===== config.mk =====
export PLATFORM = sky130hd
export DESIGN_NAME = binary_to_ascii_number_formatter
export DESIGN_NICKNAME = d
export VERILOG_FILES = /design/src/rtl/core/b2a_pkg.sv /design/src/rtl/core/binary_to_ascii_number_formatter.sv
export SDC_FILE = /design/constraint.sdc
export NUM_CORES = 1
export LEC_CHECK = 0
export ABC_AREA = 1
export BUFFER_PORTS_ARGS = -buffer_cell sky130_fd_sc_hd__buf_2
export CAP_MARGIN = 15
export CORE_MARGIN = 1
export CORE_UTILIZATION = 45
export DETAILED_ROUTE_END_ITERATION = 12
export PLACE_DENSITY = 0.7
export SYNTH_ARGS = -nofsm -noshare
export SYNTH_HDL_FRONTEND = slang
export SYNTH_SLANG_ARGS = --single-unit

===== constraint.sdc =====
create_clock -name clk -period 7.1 [get_ports clk]
set_clock_uncertainty 0.1 [all_clocks]
set_input_delay 1.42 -clock clk [delete_from_list [all_inputs] [get_ports clk]]
set_output_delay 1.42 -clock clk [all_outputs]
set_load 0.05 [all_outputs]

===== src/rtl/core/b2a_pkg.sv =====
// Package for the binary to ASCII number formatter.
// Holds field widths, ASCII codes and small helper functions.
// No dependencies.
`default_nettype none

package b2a_pkg;

  localparam int DEF_VALUE_BITS = 64;
  localparam int IN_VALUE_W     = 64;
  localparam int CHAR_W         = 7;

  localparam logic [CHAR_W-1:0] CH_ZERO   = 7'h30;
  localparam logic [CHAR_W-1:0] CH_X      = 7'h78;
  localparam logic [CHAR_W-1:0] HEX_ALPHA = 7'h57;

  localparam logic FMT_DEC = 1'b0;
  localparam logic FMT_HEX = 1'b1;

  // Number of decimal digits of 2^n - 1, from n * log10(2).
  function automatic int dec_digits(input int n);
    return (n * 30103) / 100000 + 1;
  endfunction

  function automatic logic [CHAR_W-1:0] nib_to_ascii(input logic [3:0] nib);
    logic [CHAR_W-1:0] ext;
    ext = CHAR_W'(nib);
    return (nib > 4'd9) ? ext + HEX_ALPHA : ext + CH_ZERO;
  endfunction

endpackage

`default_nettype wire


===== src/rtl/core/binary_to_ascii_number_formatter.sv =====
// Decimal items run a bit-serial double-dabble conversion over VALUE_BITS input bits, then drop
// leading zeros, then emit one character per cycle while the receiver is ready; hex items emit
// a "0x" prefix and then all HEX_DIGITS digits. A new number is accepted only when the formatter
// is idle again, after the last character of the previous one has been loaded for output.
// Reset: synchronous, active low; clears the state machine and the output valid flag.
// Depends on b2a_pkg.
`default_nettype none

module binary_to_ascii_number_formatter #(
  parameter int VALUE_BITS = b2a_pkg::DEF_VALUE_BITS
) (
  input  wire logic                          clk,
  input  wire logic                          rst_n,
  input  wire logic                          in_valid,
  output logic                               in_ready,
  input  wire logic                          in_cmd,
  input  wire logic [b2a_pkg::IN_VALUE_W-1:0] in_value,
  output logic                               out_valid,
  input  wire logic                          out_ready,
  output logic [b2a_pkg::CHAR_W-1:0]         out_char_code,
  output logic                               out_last
);

  import b2a_pkg::*;

  localparam int DEC_DIGITS = dec_digits(VALUE_BITS);
  localparam int HEX_DIGITS = (VALUE_BITS + 3) / 4;
  localparam int DW         = 4 * DEC_DIGITS;
  localparam int HW         = 4 * HEX_DIGITS;
  localparam int CW         = $clog2(VALUE_BITS);
  localparam int RW         = $clog2(DEC_DIGITS + 1);

  typedef enum logic [2:0] {
    S_IDLE,
    S_CONV,
    S_SKIP,
    S_PRE0,
    S_PREX,
    S_EMIT
  } state_t;

  state_t                fsm_r;
  logic [VALUE_BITS-1:0] bin_r;
  logic [DW-1:0]         dig_r;
  logic [CW-1:0]         cnt_r;
  logic [RW-1:0]         rem_r;
  logic                  out_valid_r;
  logic [CHAR_W-1:0]     out_char_r;
  logic                  out_last_r;

  logic [DW-1:0] dab;
  logic [HW-1:0] hex_val;
  logic [3:0]    top_nib;
  logic          out_free;
  logic          out_load;

  // Add three to every BCD digit of five or more before the shift.
  always_comb begin
    dab = dig_r;
    for (int i = 0; i < DEC_DIGITS; i++) begin
      if (dig_r[4*i +: 4] >= 4'd5) begin
        dab[4*i +: 4] = dig_r[4*i +: 4] + 4'd3;
      end
    end
  end

  assign hex_val  = HW'(in_value[VALUE_BITS-1:0]);
  assign top_nib  = dig_r[DW-1 -: 4];
  assign out_free = !out_valid_r || out_ready;
  assign out_load = out_free && (fsm_r == S_PRE0 || fsm_r == S_PREX || fsm_r == S_EMIT);
  assign in_ready = (fsm_r == S_IDLE);

  always_ff @(posedge clk) begin
    if (!rst_n) begin
      fsm_r       <= S_IDLE;
      out_valid_r <= 1'b0;
    end else begin
      if (out_load) begin
        out_valid_r <= 1'b1;
      end else if (out_ready) begin
        out_valid_r <= 1'b0;
      end
      unique case (fsm_r)
        S_IDLE: begin
          if (in_valid) begin
            if (in_cmd == FMT_HEX) begin
              dig_r <= {hex_val, {(DW-HW){1'b0}}};
              rem_r <= RW'(HEX_DIGITS);
              fsm_r <= S_PRE0;
            end else begin
              bin_r <= in_value[VALUE_BITS-1:0];
              dig_r <= '0;
              cnt_r <= '0;
              fsm_r <= S_CONV;
            end
          end
        end
        S_CONV: begin
          dig_r <= {dab[DW-2:0], bin_r[VALUE_BITS-1]};
          bin_r <= {bin_r[VALUE_BITS-2:0], 1'b0};
          cnt_r <= cnt_r + CW'(1);
          if (cnt_r == CW'(VALUE_BITS - 1)) begin
            rem_r <= RW'(DEC_DIGITS);
            fsm_r <= S_SKIP;
          end
        end
        S_SKIP: begin
          if (top_nib == 4'd0 && rem_r > RW'(1)) begin
            dig_r <= {dig_r[DW-5:0], 4'd0};
            rem_r <= rem_r - RW'(1);
          end else begin
            fsm_r <= S_EMIT;
          end
        end
        S_PRE0: begin
          if (out_free) begin
            out_char_r <= CH_ZERO;
            out_last_r <= 1'b0;
            fsm_r      <= S_PREX;
          end
        end
        S_PREX: begin
          if (out_free) begin
            out_char_r <= CH_X;
            out_last_r <= 1'b0;
            fsm_r      <= S_EMIT;
          end
        end
        S_EMIT: begin
          if (out_free) begin
            out_char_r <= nib_to_ascii(top_nib);
            out_last_r <= (rem_r == RW'(1));
            dig_r      <= {dig_r[DW-5:0], 4'd0};
            rem_r      <= rem_r - RW'(1);
            if (rem_r == RW'(1)) begin
              fsm_r <= S_IDLE;
            end
          end
        end
        default: begin
          fsm_r <= S_IDLE;
        end
      endcase
    end
  end

  assign out_valid     = out_valid_r;
  assign out_char_code = out_char_r;
  assign out_last      = out_last_r;

`ifndef SYNTHESIS
  a_hex_prefix: assert property (@(posedge clk) disable iff (!rst_n)
    (in_valid && in_ready && in_cmd == FMT_HEX) |=> (fsm_r == S_PRE0))
    else $error("hex beat did not start with the prefix");

  a_emit_count: assert property (@(posedge clk) disable iff (!rst_n)
    (fsm_r == S_EMIT) |-> (rem_r != '0))
    else $error("emitting with no digits left");

  a_char_range: assert property (@(posedge clk) disable iff (!rst_n)
    out_valid |-> ((out_char_code >= 7'h30 && out_char_code <= 7'h39) ||
                   (out_char_code >= 7'h61 && out_char_code <= 7'h66) ||
                   (out_char_code == CH_X)))
    else $error("character code out of range");
`endif

endmodule

`default_nettype wire


==> results.json <==
{
  "status": "finished, final reports clean",
  "drive_gt1_share_pct": 12.8,
  "die_y_um": 147,
  "cts_root_buf": "clkbuf_16",
  "clk_path_buf_depth": 2,
  "yosysSeqAreaShare_pct": 52.2,
  "yosysTopAreaCell": "edfxtp_1",
  "cts_hold_buffers": 0,
  "rsz0062_at_grt": "false",
  "num_vias": 7249,
  "synth-xor-area-share_pct": 1.84,
  "power_mw": 4.71,
  "rrSetupSlack_ns": 3.85,
  "rr_endpoint": "bin_r[38]",
  "fin_tns_setup_ns": 0,
  "leakage_nw": 4.52,
  "tightestPinTransition_ns": 1.14,
  "coreArea_sq_um": 20500,
  "cap_violations": 0,
  "maxSlewViolCount": 0,
  "synth_top_area_share_pct": 51.4,
  "synth_top_family_by_area": "simple AND/OR/NAND/NOR gates",
  "die_w_um": 147,
  "grt_antenna_before_repair": 0,
  "syn-num-nets": 1155,
  "path_class": "register to register",
  "drt_wl_total_mm": 20.2,
  "power_density_nw_per_um2": 439,
  "seq_area_sq_um": 4970,
  "finalSetupViolCount": 0,
  "grt_pass1_wl_mm": 33.6,
  "n_fill_cell": 1870,
  "num_antenna_cells": 0,
  "syn_inst": 1043,
  "grt.total_usage_pct": 19.4,
  "cts.sinks": 167,
  "synth_edf_count": 163,
  "muxShareOfSynthArea_pct": 0,
  "syn_to_final_growth_pct": 12.6,
  "path_clk_slew_ns": 0.07,
  "crit_path_start": "fsm_r[1]",
  "endpoint": "bin_r[38]",
  "ios": 79,
  "yosysUniqueCellTypes": 35,
  "endpoint_kind": "register",
  "finalNetCount": 1220,
  "worstHoldPathType": "register to register",
  "drtPass1Iterations": 7,
  "place.port_buffers": 78,
  "yosys_warnings": 0,
  "rows": 52,
  "multi_input_area_sq_um": 3750,
  "r2r_start": "fsm_r[1]",
  "post_drt_wl_per_cell_um": 14.5,
  "numCtsBuffers": 17,
  "dieArea_sq_um": 21700,
  "drt-initial-drc-count": 517,
  "vias_per_cell": 5.21,
  "cts_setup_buffers": 0,
  "min_from": "bin_r[0]",
  "dp.final_hpwl_mm": 13.1,
  "ys_ff_latch": 167,
  "synth-simple-area-share_pct": 16.7,
  "ant_nets": 0,
  "min_path_cells": 2,
  "synth_compound_area_share_pct": 15.0,
  "synthFlopType": "edfxtp_1",
  "required_ns": 7.05,
  "synth_area_sq_um": 9520,
  "synthTopCellsByCount": "nand2_1, edfxtp_1, inv_1",
  "place_congestion": 0.848,
  "grt.overflow.total": 0,
  "fmax_mhz": 308,
  "synthArstFlopShare_pct": 0,
  "ir_drop_v": 0.000215,
  "htreeDepth": 4,
  "fin_crit_ns": 3.25,
  "worstSkewPairLatency_ns": 0.43,
  "grt_max_degree": 89,
  "ff2ff_path_depth": 7,
  "remaining_drc_errors": 0,
  "period_share_pct": 45.7,
  "cts.repair.resized": 0,
  "relSlewSlack_pct": 24.0,
  "report.final.hold_viol_count": 0,
  "syn_area_per_cell_sq_um": 9.13,
  "arrival_ns": 3.20,
  "start_util_pct": 46.5,
  "synth_adder_area_share_pct": 5.65,
  "crit_fanout": 88,
  "cts_tree": "built",
  "critPathLaunchType": "register",
  "synthTopCellsByArea": "edfxtp_1, nand2_1, inv_1",
  "grt_pass1_vias": 6926,
  "yosys.cell_count.top_type": "nand2_1"
}
where the power goes:
group / switching, mW / total, mW / internal (mW)
Sequential: 0.209 / 1.84 / 1.63
Clock: 0.405 / 0.996 / 0.591
Combinational: 1.29 / 1.88 / 0.593
routing by layer:
layer | up-vias | wire (um) | global-route usage (%)
met5 | - | 0 | 0
met1 | 3421 | 9930 | 26.9
met3 | 12 | 784 | 3.95
li1 | 3673 | - | -
met2 | 143 | 9320 | 31.0
met4 | 0 | 154 | 4.85
cell usage in the layout (no fill, tap or decap), types with 2 or more instances in the layout:
cell and n:
inv_6 3, nand3_1 32, inv_1 155, nand2_1 276, o211ai_1 23, buf_4 5, nor3_1 3, dfxtp_1 4
buf_2 78, clkinvlp_4 5, xor2_1 19, o21ai_1 4, o21ai_0 100, o221ai_1 45, o221ai_2 10, ha_1 43
nor2_4 2, edfxtp_1 163, nand4_1 3, or2_2 4, inv_2 5, clkbuf_16 17, bufinv_16 4, o22ai_1 3
nand2_2 3, nor2_1 74, a21oi_1 24
flip-flops by register name, summed over array words and instances (netlist names):
name and count:
cnt_r 6, out_valid 1, out_char_code 7, out_last 1, dig_r 80, rem_r 5
bin_r 64, fsm_r 3
layout make-up:
| cell class | instances | share of cell area, % |
|---|---|---|
| Tap cell | 270 | 3.15 |
| Clock buffer | 17 | 3.97 |
| Sequential cell | 167 | 46.4 |
| Multi-Input combinational cell | 678 | 35.0 |
| Clock inverter | 15 | 1.88 |
| Inverter | 161 | 5.66 |
| Timing Repair Buffer | 83 | 3.99 |
worst min-delay path by stage:
stage,endpoint,slack (ns)
after floorplan,bin_r[12],0.39
after global placement,bin_r[62],0.39
after detailed placement,bin_r[1],0.40
after CTS,bin_r[1],0.42
after global routing,bin_r[62],0.44
final,bin_r[1],0.42
logic make-up after synthesis:
logic type      Yosys count
simple gates            400
compound gates          215
buf+inv                 198
flops                   167
fa+ha+maj                43
xor+xnor                 20
critical path: stages (launching register included):
cell     delay [ns]
dfxtp_1        0.34
inv_1          0.16
nand2_2        0.11
inv_2          0.06
nand2_2        0.03
buf_4          0.33
inv_4          0.68
o211a_4        0.92
through the flow:
| step | utilization (%) | hold slack [ns] | worst slack (ns) | instance area [sq um] | std cells |
|---|---|---|---|---|---|
| 2_1_floorplan | - | 0.387 | 3.26 | 9520 | 1043 |
| 3_3_place_gp | 49.3 | 0.389 | 3.81 | 10100 | 1359 |
| 3_5_place_dp | 49.3 | 0.400 | 3.80 | 10100 | 1359 |
| 4_1_cts | 52.3 | 0.417 | 3.84 | 10700 | 1391 |
| 5_1_grt | 52.3 | 0.437 | 3.61 | 10700 | 1391 |
| 6_report | 52.3 | 0.417 | 3.85 | 10700 | 1391 |
No activity file was read; power rests on OpenSTA's default activity.
